[src/rtl/swmf_pkg.sv]
// Package with the shared constants and types of the running median filter.
`timescale 1ns / 1ps

package swmf_pkg;

  localparam int WINDOW_DEFAULT       = 10;
  localparam int SAMPLE_WIDTH_DEFAULT = 16;

  // Flags that one cell hands to its neighbours in the sorted row.
  typedef struct packed {
    logic le;       // Stored value is less than or equal to the incoming sample.
    logic ev_upto;  // The evicted entry sits in this cell or in one below it.
    logic le_c;     // After removal of the evicted entry, this slot stays below the sample.
  } cell_flags_t;

endpackage

[src/rtl/swmf_cell.sv]
// One cell of the sorted window: a value, its age and the insert/evict logic.
`timescale 1ns / 1ps

module swmf_cell #(
  parameter int SAMPLE_WIDTH = swmf_pkg::SAMPLE_WIDTH_DEFAULT,
  parameter int WINDOW       = swmf_pkg::WINDOW_DEFAULT,
  parameter int AGE_W        = $clog2(WINDOW),
  parameter int RESET_AGE    = 0,
  parameter bit IS_FIRST     = 1'b0,
  parameter bit IS_LAST      = 1'b0
) (
  input  logic                        clk,
  input  logic                        rst,
  input  logic                        shift,
  input  logic [SAMPLE_WIDTH-1:0]     sample,
  input  logic [SAMPLE_WIDTH-1:0]     lo_value,
  input  logic [AGE_W-1:0]            lo_age,
  input  swmf_pkg::cell_flags_t       lo_flags,
  input  logic [SAMPLE_WIDTH-1:0]     hi_value,
  input  logic [AGE_W-1:0]            hi_age,
  input  swmf_pkg::cell_flags_t       hi_flags,
  output logic [SAMPLE_WIDTH-1:0]     value,
  output logic [AGE_W-1:0]            age,
  output swmf_pkg::cell_flags_t       flags,
  output logic [SAMPLE_WIDTH-1:0]     value_next
);

  import swmf_pkg::*;

  localparam logic [AGE_W-1:0] AGE_LAST = AGE_W'(WINDOW - 1);

  logic                    evict;
  logic                    lo_ev_upto;
  logic                    lo_le_c;
  logic [SAMPLE_WIDTH-1:0] self_value;
  logic [AGE_W-1:0]        self_age;
  logic [SAMPLE_WIDTH-1:0] prev_value;
  logic [AGE_W-1:0]        prev_age;
  logic [AGE_W-1:0]        age_next;

  assign evict      = (age == AGE_LAST);
  assign lo_ev_upto = IS_FIRST ? 1'b0 : lo_flags.ev_upto;
  assign lo_le_c    = IS_FIRST ? 1'b0 : lo_flags.le_c;

  assign flags.le      = (value <= sample);
  assign flags.ev_upto = lo_ev_upto | evict;
  // The top slot of the compacted row does not exist, so it never stays below.
  assign flags.le_c    = IS_LAST ? 1'b0 : (flags.ev_upto ? hi_flags.le : flags.le);

  // Slot of the compacted row at this index, and at the index below.
  assign self_value = flags.ev_upto ? hi_value : value;
  assign self_age   = flags.ev_upto ? hi_age : age;
  assign prev_value = lo_ev_upto ? value : lo_value;
  assign prev_age   = lo_ev_upto ? age : lo_age;

  always_comb begin
    if (flags.le_c) begin
      value_next = self_value;
      age_next   = self_age + 1'b1;
    end else if (IS_FIRST || lo_le_c) begin
      value_next = sample;
      age_next   = '0;
    end else begin
      value_next = prev_value;
      age_next   = prev_age + 1'b1;
    end
  end

  always_ff @(posedge clk) begin
    if (rst) begin
      value <= '0;
      age   <= AGE_W'(RESET_AGE);
    end else if (shift) begin
      value <= value_next;
      age   <= age_next;
    end
  end

endmodule

[src/rtl/sliding_window_median_filter_core.sv]
// Top level of the running median filter: the sorted cell row and the stream ports.
`timescale 1ns / 1ps
// Output: the median of a word is registered and shown in the cycle after its acceptance.
// Throughput: one word per cycle unless m_tready stalls; cells evict and insert on accept.
// Reset: synchronous and active high; the window reads as all zero and no result is pending.
// The rate is set by the combinational compare, evict and shift across the row of cells.

module sliding_window_median_filter_core #(
  parameter int WINDOW       = swmf_pkg::WINDOW_DEFAULT,
  parameter int SAMPLE_WIDTH = swmf_pkg::SAMPLE_WIDTH_DEFAULT,
  parameter int TDATA_W      = ((SAMPLE_WIDTH + 7) / 8) * 8
) (
  input  logic               clk,
  input  logic               rst,
  input  logic               s_tvalid,
  output logic               s_tready,
  input  logic [TDATA_W-1:0] s_tdata,   // [SAMPLE_WIDTH-1:0] sample
  output logic               m_tvalid,
  input  logic               m_tready,
  output logic [TDATA_W-1:0] m_tdata    // [SAMPLE_WIDTH-1:0] median, zero above
);

  import swmf_pkg::*;

  localparam int AGE_W = $clog2(WINDOW);
  localparam int MID   = WINDOW / 2;

  // The cells keep the window in ascending order, each entry tagged with its age.
  // A new word evicts the entry whose age is WINDOW-1 and is inserted in order,
  // all in the cycle in which it is accepted.

  logic                    accept;
  logic [SAMPLE_WIDTH-1:0] sample;
  logic [SAMPLE_WIDTH-1:0] median;

  logic [SAMPLE_WIDTH-1:0] cell_value      [WINDOW];
  logic [AGE_W-1:0]        cell_age        [WINDOW];
  cell_flags_t             cell_flags      [WINDOW];
  logic [SAMPLE_WIDTH-1:0] cell_value_next [WINDOW];

  // The output register frees the input side whenever it is empty or being emptied.
  assign s_tready = !m_tvalid || m_tready;
  assign accept   = s_tvalid && s_tready;
  assign sample   = s_tdata[SAMPLE_WIDTH-1:0];

  for (genvar i = 0; i < WINDOW; i++) begin : g_cell
    localparam int LO = (i == 0) ? 0 : i - 1;
    localparam int HI = (i == WINDOW - 1) ? WINDOW - 1 : i + 1;

    swmf_cell #(
      .SAMPLE_WIDTH (SAMPLE_WIDTH),
      .WINDOW       (WINDOW),
      .AGE_W        (AGE_W),
      .RESET_AGE    (i),
      .IS_FIRST     (i == 0),
      .IS_LAST      (i == WINDOW - 1)
    ) u_cell (
      .clk        (clk),
      .rst        (rst),
      .shift      (accept),
      .sample     (sample),
      .lo_value   (cell_value[LO]),
      .lo_age     (cell_age[LO]),
      .lo_flags   (cell_flags[LO]),
      .hi_value   (cell_value[HI]),
      .hi_age     (cell_age[HI]),
      .hi_flags   (cell_flags[HI]),
      .value      (cell_value[i]),
      .age        (cell_age[i]),
      .flags      (cell_flags[i]),
      .value_next (cell_value_next[i])
    );
  end

  // The median is the middle cell's value after the insertion.
  always_ff @(posedge clk) begin
    if (accept) begin
      median <= cell_value_next[MID];
    end
  end

  always_ff @(posedge clk) begin
    if (rst) begin
      m_tvalid <= 1'b0;
    end else if (accept) begin
      m_tvalid <= 1'b1;
    end else if (m_tready) begin
      m_tvalid <= 1'b0;
    end
  end

  assign m_tdata = TDATA_W'(median);

endmodule
[config.mk]
export PLATFORM = sky130hd
export DESIGN_NAME = sliding_window_median_filter_core
export DESIGN_NICKNAME = d
export VERILOG_FILES = /design/src/rtl/swmf_pkg.sv /design/src/rtl/swmf_cell.sv /design/src/rtl/sliding_window_median_filter_core.sv
export SDC_FILE = /design/constraint.sdc
export NUM_CORES = 1
export LEC_CHECK = 0
export ABC_AREA = 1
export BUFFER_PORTS_ARGS = -buffer_cell sky130_fd_sc_hd__buf_2
export CAP_MARGIN = 20
export CORE_ASPECT_RATIO = 0.75
export CORE_MARGIN = 5
export CORE_UTILIZATION = 39
export CTS_CLUSTER_SIZE = 8
export DETAILED_ROUTE_END_ITERATION = 16
export SYNTH_ARGS = -nofsm -noshare
export SYNTH_HDL_FRONTEND = slang
export SYNTH_SLANG_ARGS = --single-unit
[constraint.sdc]
create_clock -name clk -period 2.25 [get_ports clk]
set_clock_uncertainty 0.15 [all_clocks]
set_input_delay 0.225 -clock clk [delete_from_list [all_inputs] [get_ports clk]]
set_output_delay 0.225 -clock clk [all_outputs]
set_load 0.01 [all_outputs]
Word-level counts from Yosys, hierarchy flattened
Cells that the tools add are included.
W data, S select, Z words.
- logic and storage cells: 127
- bits in registers: 217
- multiplexer cells: 65
- add/subtract/negate cells: 9
- order comparisons: 10
- equality and inequality tests: 9
- bitwise logic cells: 8
- reduce and logical (&&, ||, !) cells: 4
- operators with widths (cell ; number):
    $mux W16 ; 27
    $le A16 B16 Y1 ; 10
    $mux W4 ; 27
    $add A4 B1 Y4 const B ; 9
    $eq A4 B4 Y1 const B ; 9
    $mux W1 ; 11
    $or A1 B1 Y1 ; 8
    $reduce_bool A2 Y1 ; 1
    $logic_and A1 B1 Y1 ; 1
    $logic_not A1 Y1 ; 1
    $logic_or A1 B1 Y1 ; 1

Logic depth before layout (Yosys ltp)
Gate-level depths: netlist (run 1).
- depth in word-level cells: 12
- mapped depth: 21
- gate-level depth less buffers: 20

Modules after synthesis
A second synthesis (run 1) with hierarchy kept.
- cell total of the unflattened synthesis: 3721
- area total of the unflattened synthesis: 22472.8 um2
- modules (own cells, without submodules) (module ; cells each ; times used ; seq. area each (um2) ; area an instance (um2)):
    swmf_cell at g_cell[5].u_cell ; 393 ; 1 ; 400.4 ; 2351.0
    swmf_cell at g_cell[6].u_cell ; 393 ; 1 ; 400.4 ; 2338.5
    swmf_cell at g_cell[3].u_cell ; 392 ; 1 ; 400.4 ; 2337.2
    swmf_cell at g_cell[1].u_cell ; 395 ; 1 ; 400.4 ; 2293.4
    swmf_cell at g_cell[8].u_cell ; 394 ; 1 ; 400.4 ; 2284.7
    swmf_cell at g_cell[4].u_cell ; 395 ; 1 ; 400.4 ; 2268.4
    swmf_cell at g_cell[2].u_cell ; 394 ; 1 ; 400.4 ; 2262.2
    swmf_cell at g_cell[7].u_cell ; 392 ; 1 ; 400.4 ; 2228.4
    swmf_cell at g_cell[0].u_cell ; 314 ; 1 ; 400.4 ; 1954.4
    swmf_cell at g_cell[9].u_cell ; 237 ; 1 ; 400.4 ; 1626.6
    sliding_window_median_filter_core ; 22 ; 1 ; 500.5 ; 528.0

Least setup slack after synthesis (run 1)
OpenSTA, ideal clock, no wires.
- path type: input port to flip-flop
- from: input port s_tdata[1]
- to: register median[0] (netlist: m_tdata[0]), data pin
- stages on the path: 13
- setup time: 0.262 ns
- data required time: 1.838 ns
- buffers on the path: 2
- data arrival time: 1.989 ns
- path slack: -0.151 ns
- path through: inv_1 -> ha_1 -> a21oi_1 -> o21ai_0 -> a21o_1 -> nand2_1 -> nand2_1 -> nand3b_1 -> nand2_1 -> buf_2 -> buf_2 -> o211ai_1 -> nand2_1
- RTL lines (what ; RTL line ; text):
    start: declaration ; sliding_window_median_filter_core.sv:17 ; input logic [TDATA_W-1:0] s_tdata,
    end signal: assignment ; sliding_window_median_filter_core.sv:78 ; median <= cell_value_next[MID];
    end: declaration ; sliding_window_median_filter_core.sv:34 ; logic [SAMPLE_WIDTH-1:0] median;

Worst setup path in the final report (run 1)
- from: register g_cell[8].u_cell.value[10]
- to: register g_cell[8].u_cell.value[6]
- cells in the longest elaborated chain, start to end: 4
- RTL lines (what ; RTL line ; text):
    start: declaration ; swmf_cell.sv:22 ; output logic [SAMPLE_WIDTH-1:0] value,
    start signal: assignment ; swmf_cell.sv:74 ; value <= value_next;
    $le A16 B16 Y1 (*) ; swmf_cell.sv:45 ; assign flags.le = (value <= sample);
    $mux W1 ; swmf_cell.sv:48 ; assign flags.le_c = IS_LAST ? 1'b0 : (flags.ev_upto ? hi_flags.le : flags.le);
    $mux W16 ; swmf_cell.sv:60 ; end else if (IS_FIRST || lo_le_c) begin
    $mux W16 (*) ; swmf_cell.sv:57 ; if (flags.le_c) begin
Every way passes the cells marked *; elsewhere a longest branch is shown, timed or not.
A chain may end at the register's enable or synchronous reset.

==> results of run 1 <==
-- metrics by stage --
stage	setup WS [ps]	instances	instance area [um2]	hold WS, ps
CTS	-303	3585	25500	2.02
global route	-540	3642	28200	50.8
floorplan	-117	2530	17000	259
detailed placement	-821	3423	20800	312
finish	-503	3643	28200	44.3
global placement	-828	3423	20800	302
-- repair_timing --
action,CTS,global route
endpoints found under the setup margin,216,216
hold buffers,12,0
pin swaps,154,205
cloned,34,22
hold endpoints to repair,26,0
gates resized for setup,585,486
setup buffers,75,50
-- power groups by stage --
stage | combinational, uW | sequential, uW | clock [uW]
final | 11300 | 4690 | 4510
after global routing | 11800 | 4720 | 4680
after CTS | 9500 | 4640 | 4490
after detailed placement | 6460 | 4680 | 0
after global placement | 6360 | 4670 | 0
after floorplan | 3560 | 4680 | 0
-- flip-flops by register name (all words and copies together), names as in the netlist --
name	flops
g_cell.u_cell.value	160
g_cell.u_cell.age	40
m_tdata	16
m_tvalid	1
-- worst paths after layout --
check                                                                to                                     from  cells past startpoint  slack (ps)
worst max-delay path             g_cell[8].u_cell.value[6]$_SDFFE_PP0P_  g_cell[8].u_cell.value[10]$_SDFFE_PP0P_                     13        -500
worst min-delay path            g_cell[6].u_cell.value[14]$_SDFFE_PP0P_                              s_tdata[14]                      5          40
worst max register to register   g_cell[8].u_cell.value[6]$_SDFFE_PP0P_  g_cell[8].u_cell.value[10]$_SDFFE_PP0P_                     13        -500
worst min register to register   g_cell[0].u_cell.value[0]$_SDFFE_PP0P_   g_cell[0].u_cell.value[0]$_SDFFE_PP0P_                      2         320
-- cell usage after synthesis (all sizes together) (42+ instances only) --
library cell and number:
nand2 564, a21oi 318, mux2i 63, nand3 226, ha 169, nor2 80, clkbuf 106, dfxtp 201
inv 211, buf 52, or2 42, o21ai 333, o211ai 51
-- final cells by class --
type,count,area [um2],share of cell area [%]
clock inverters,2,38.8,0.138
inverters,213,942,3.34
well taps,578,723,2.57
flip-flops and latches,217,4570,16.2
multi-input cells,1942,14300,50.7
clock buffers,40,810,2.87
diodes,1,2.50,0.00888
repair inverters,5,76.3,0.271
repair buffers,645,6740,23.9
-- metal layers --
metal	GRT usage [%]	wire length, um
met5	0	13
met4	9.15	2620
met3	7.32	9380
met2	44.7	34700
met1	40.5	33200
-- kinds of logic after synthesis --
kind of cell / Yosys count / synth area share (%)
compound gates: 748 / 23.3
xor+xnor: 15 / 0.777
fa+ha+maj: 169 / 12.5
buf+inv: 371 / 8.63
flops: 217 / 26.7
mux: 63 / 3.73
simple gates: 947 / 24.4
-- worst max-delay path, cell delays in order, from the launching register on --
cell	delay, ps
dfxtp_2	350
ha_4	270
nand2_4	50
nor4_4	320
buf_4	190
nand2_2	50
nand2_2	70
nand4_1	220
nand2_4	290
buf_6	170
clkbuf_16	170
nand3_2	130
nand3_2	100
a21oi_1	60
==> run_results.csv, run 1 <==
group,metric,value,unit
synth,yosys_warnings,0,
power_and_ir_drop,switching_share,40.6,%
critical_path,worstSetupPathType,"flip-flop to flip-flop",
synth,syn_avg_cell_area,6.68,um2
cts,clk_latency,600,ps
floorplan,rows,66,
power_and_ir_drop,internal-power,12200,uW
power_and_ir_drop,ir_worst_vdd,0.000654,V
detailed_routing,vias,21900,
critical_path,end_kind,"flip-flop",
floorplan,die_w,250,um
place,hpwl,44.9,mm
finish,final_util,65.3,%
cts,path_clk_slew,60,ps
cts,cts-root-buf,"clkbuf_16",
sta,fin_crit,2750,ps
critical_path,cp.required,2540,ps
detailed_routing,drcViolationCount,0,
sta,max_freq,0.363,GHz
sta,rsz0062_at_grt,"true",
sta,slew_violations,0,
synth,synth_area,0.0169,mm2
finish,synthToLayoutAreaGrowth,66.7,%
sta,hold_violations,0,
synth,ys_ff_latch,217,
synth,yosys.area.top_type_share,23.8,%
floorplan,io_pins,38,
synth,syn-num-nets,2719,
power_and_ir_drop,total_power,20500,uW
power_and_ir_drop,combPwrFrac,55.1,%
floorplan,die_area,0.0476,mm2
power_and_ir_drop,p_sw,8320,uW
finish,fillers,3323,
cts,cts_made_buffers,31,
grt,grt_max_degree,110,
place,gp_congestion,0.936,
power_and_ir_drop,clkPwrFrac,22.0,%
power_and_ir_drop,power.density,727,mW/mm2
grt,grt_pass1_wl,112,mm
floorplan,die_h,190,um
finish,drive_gt1_share,43.0,%
sta,tightestPinTransition,654,ps
synth,synth_cells,2530,
detailed_routing,drtIter0Drc,2779,
grt,track_usage,29.2,%
synth,seq_area_frac_synth,26.7,%
cts,cts.sinks,217,
sta,setup_ws,-503,ps
critical_path,critPathMaxFanout,7,
cts,clockBufferDepth,3,
grt,grt_pass1_vias,20200,
synth,synth-async-reset-ratio,0,%
detailed_routing,routed_wl,79.8,mm
cts,cts_tree,"built",
power_and_ir_drop,leakagePower,0.0126,uW
synth,synth_edf_count,16,
power_and_ir_drop,pwr-share-seq,22.9,%
finish,final_common_cell,"nand2_1",
place,numPortBuffers,37,
sta,finalCritPeriodShare,122,%
detailed_routing,wl_per_cell,21.9,um
run_status,violations,"setup timing",
sta,setup_viol,215,
grt,overflow,0,
floorplan,core,0.0431,mm2
cts,h-tree-depth,1,
run_status,outcome,"finished, violations left",
critical_path,cp_data_arrival_time,3040,ps
job,maxCapViolations,0,
synth,yosysUniqueCellTypes,43,
detailed_routing,ant_nets,0,
min_path,hold_path_class,"input port to flip-flop",
floorplan,start_util,39.2,%
finish,fin_nets,3244,
grt,antenna_found_initial,1,
synth,synth_top_cell_by_area,"dfxtp_1",
synth,yosys-top-cells-area,"dfxtp_1 (24%), ha_1 (13%), nand2_1 (12%)",
critical_path,crit_path_start_kind,"flip-flop",
sta,finalSetupTns,-59630,ps
sta,max_slew_margin,56.3,%
synth,synth-main-ff-cell,"dfxtp_1",
finish,final_cell_mix,"nand2_1 (425), buf_4 (406), a21oi_1 (208), o21ai_0 (191), inv_1 (180)",
detailed_routing,dr.pass1.iters,5,
detailed_routing,viasPerCell,6.02,
(Power assumes the default switching activity.)
==> run 2: changes to the inputs <==
--- a/config.mk
+++ b/config.mk
@@ -13,6 +13,7 @@
 export CORE_UTILIZATION = 39
 export CTS_CLUSTER_SIZE = 8
 export DETAILED_ROUTE_END_ITERATION = 16
+export REMOVE_ABC_BUFFERS = 1
 export SYNTH_ARGS = -nofsm -noshare
 export SYNTH_HDL_FRONTEND = slang
 export SYNTH_SLANG_ARGS = --single-unit
==> constraint.sdc (replaced) <==
create_clock -name clk -period 2.25 [get_ports clk]
set_clock_uncertainty 0.15 [all_clocks]
set_input_delay 0.3375 -clock clk [delete_from_list [all_inputs] [get_ports clk]]
set_output_delay 0.3375 -clock clk [all_outputs]
set_load 0.01 [all_outputs]
==> run_results.csv, run 2 (same netlist as run 1, synthesis figures left out) <==
group,metric,value,unit
sta,hold_violations,0,
floorplan,start_util,39.2,%
detailed_routing,routed_wl,71.5,mm
grt,grt_pass1_wl,104,mm
power_and_ir_drop,ir_worst_vdd,0.000616,V
place,numPortBuffers,37,
grt,overflow,0,
run_status,violations,"setup timing",
grt,antenna_found_initial,1,
cts,cts_tree,"built",
critical_path,critPathLaunch,"g_cell[6].u_cell.value[15]$_SDFFE_PP0P_",
detailed_routing,dr.pass1.iters,6,
finish,largest_register_ffs,160,
critical_path,cp_data_arrival_time,3020,ps
cts,h-tree-depth,1,
cts,path_clk_slew,60,ps
cts,cts_made_buffers,31,
critical_path,critPathMaxFanout,6,
grt,track_usage,26.7,%
finish,final_cell_mix,"nand2_1 (420), buf_4 (353), o21ai_0 (194), a21oi_1 (188), inv_1 (184)",
cts,cts.sinks,217,
finish,top_register,"g_cell.u_cell.value",
detailed_routing,ant_nets,0,
cts,cts-root-buf,"clkbuf_16",
power_and_ir_drop,leakagePower,0.0123,uW
detailed_routing,drcViolationCount,0,
sta,slew_violations,0,
job,maxCapViolations,0,
finish,final_common_cell,"nand2_1",
cts,clockBufferDepth,3,
critical_path,cp.required,2600,ps
sta,rsz0062_at_grt,"true",
sta,max_slew_margin,49.4,%
floorplan,die_w,250,um
finish,n_antenna_cell,0,
cts,clk_latency,580,ps
floorplan,die_area,0.0476,mm2
floorplan,io_pins,38,
sta,finalCritPeriodShare,119,%
place,gp_congestion,0.871,
detailed_routing,vias,20600,
grt,use_met2,39.6,%
critical_path,worstSetupPathType,"flip-flop to flip-flop",
floorplan,rows,66,
sta,setup_viol,216,
critical_path,crit_path_start_kind,"flip-flop",
place,hpwl,41.3,mm
min_path,hold_path_class,"input port to flip-flop",
grt,grt_use_met3,5.14,%
sta,setup_ws,-429,ps
sta,max_freq,0.373,GHz
min_path,min_from,"s_tdata[9]",
grt,grt_max_degree,93,
critical_path,r2r_setup_slack,-430,ps
finish,drive_gt1_share,41.8,%
floorplan,core,0.0431,mm2
sta,fin_crit,2680,ps
critical_path,end_kind,"flip-flop",
finish,fin_nets,3150,
grt,met1_usage,40.3,%
finish,final_util,63.3,%
detailed_routing,drtIter0Drc,2158,
finish,synthToLayoutAreaGrowth,61.5,%
sta,tightestPinTransition,760,ps
critical_path,worstReg2RegStart,"g_cell[6].u_cell.value[15]$_SDFFE_PP0P_",
grt,grt_pass1_vias,19400,
sta,finalSetupTns,-43550,ps
power_and_ir_drop,power.density,701,mW/mm2
run_status,outcome,"finished, violations left",
detailed_routing,viasPerCell,5.81,
finish,fillers,3439,
detailed_routing,wl_per_cell,20.2,um
grt,busiest_layer,"met1",
floorplan,die_h,190,um
[run 2: what timing repair did]
item / 4_1_cts / 5_1_grt
setup buffers: 54 / 47
gates cloned: 43 / 15
hold endpoints to repair: 1 / 0
setup endpoints to repair: 215 / 216
hold buffers: 1 / 0
resized for setup: 524 / 532
pin swaps: 178 / 258
[run 2: path summary, 6_finish.rpt]
check,endpoint,depth (start not counted)
worst min register to register,g_cell[4].u_cell.age[1]$_SDFFE_PP0P_,2
worst max-delay path,g_cell[6].u_cell.value[12]$_SDFFE_PP0P_,14
worst max register to register,g_cell[6].u_cell.value[12]$_SDFFE_PP0P_,14
worst min-delay path,g_cell[3].u_cell.value[9]$_SDFFE_PP0P_,4
[run 2: per-layer routing]
metal	share of wire, %	up-vias
met1	46	9978
met4	1.9	2
met2	43	900
li1	-	9589
met3	9.7	112
met5	0.018	-
[run 2: worst max-delay path: stages, from the launching register on]
cell	delay [ps]
dfxtp_2	340
ha_4	280
nand2_4	60
nor4_4	320
buf_4	180
nand4_1	120
buf_4	180
nand2_4	70
nand2_4	60
nand2_8	80
buf_12	130
inv_12	50
buf_16	140
or2_0	240
a31oi_1	190
[run 2: layout make-up]
cell class	count	area (um2)	share of cell area, %
clock inverter	1	8.76	0.0321
sequential	217	4550	16.7
timing repair inverter	2	23.8	0.0871
clock buffer	38	802	2.94
multi-input combinational	1943	14300	52.4
tap	578	723	2.65
timing repair buffer	553	5980	21.9
inverter	213	901	3.30
[run 2: where the power goes]
group          switching [uW]  total (uW)  internal, uW  leakage, uW
combinational            5520       10200          4690       0.0100
sequential                290        4640          4350      0.00183
clock                    1860        4300          2440     0.000394
[run 2: metrics by stage]
stage          setup slack (ps)  area [um2]  power [uW]  hold slack, ps  std cells
2_1_floorplan             -3240       16200        8000             257       2372
3_3_place_gp               -886       20500       10700             302       3367
3_5_place_dp               -936       20500       10800             307       3367
4_1_cts                    -292       24800       17500            54.6       3502
5_1_grt                    -508       27300       20000            62.4       3545
6_report                   -429       27300       19100            51.6       3545
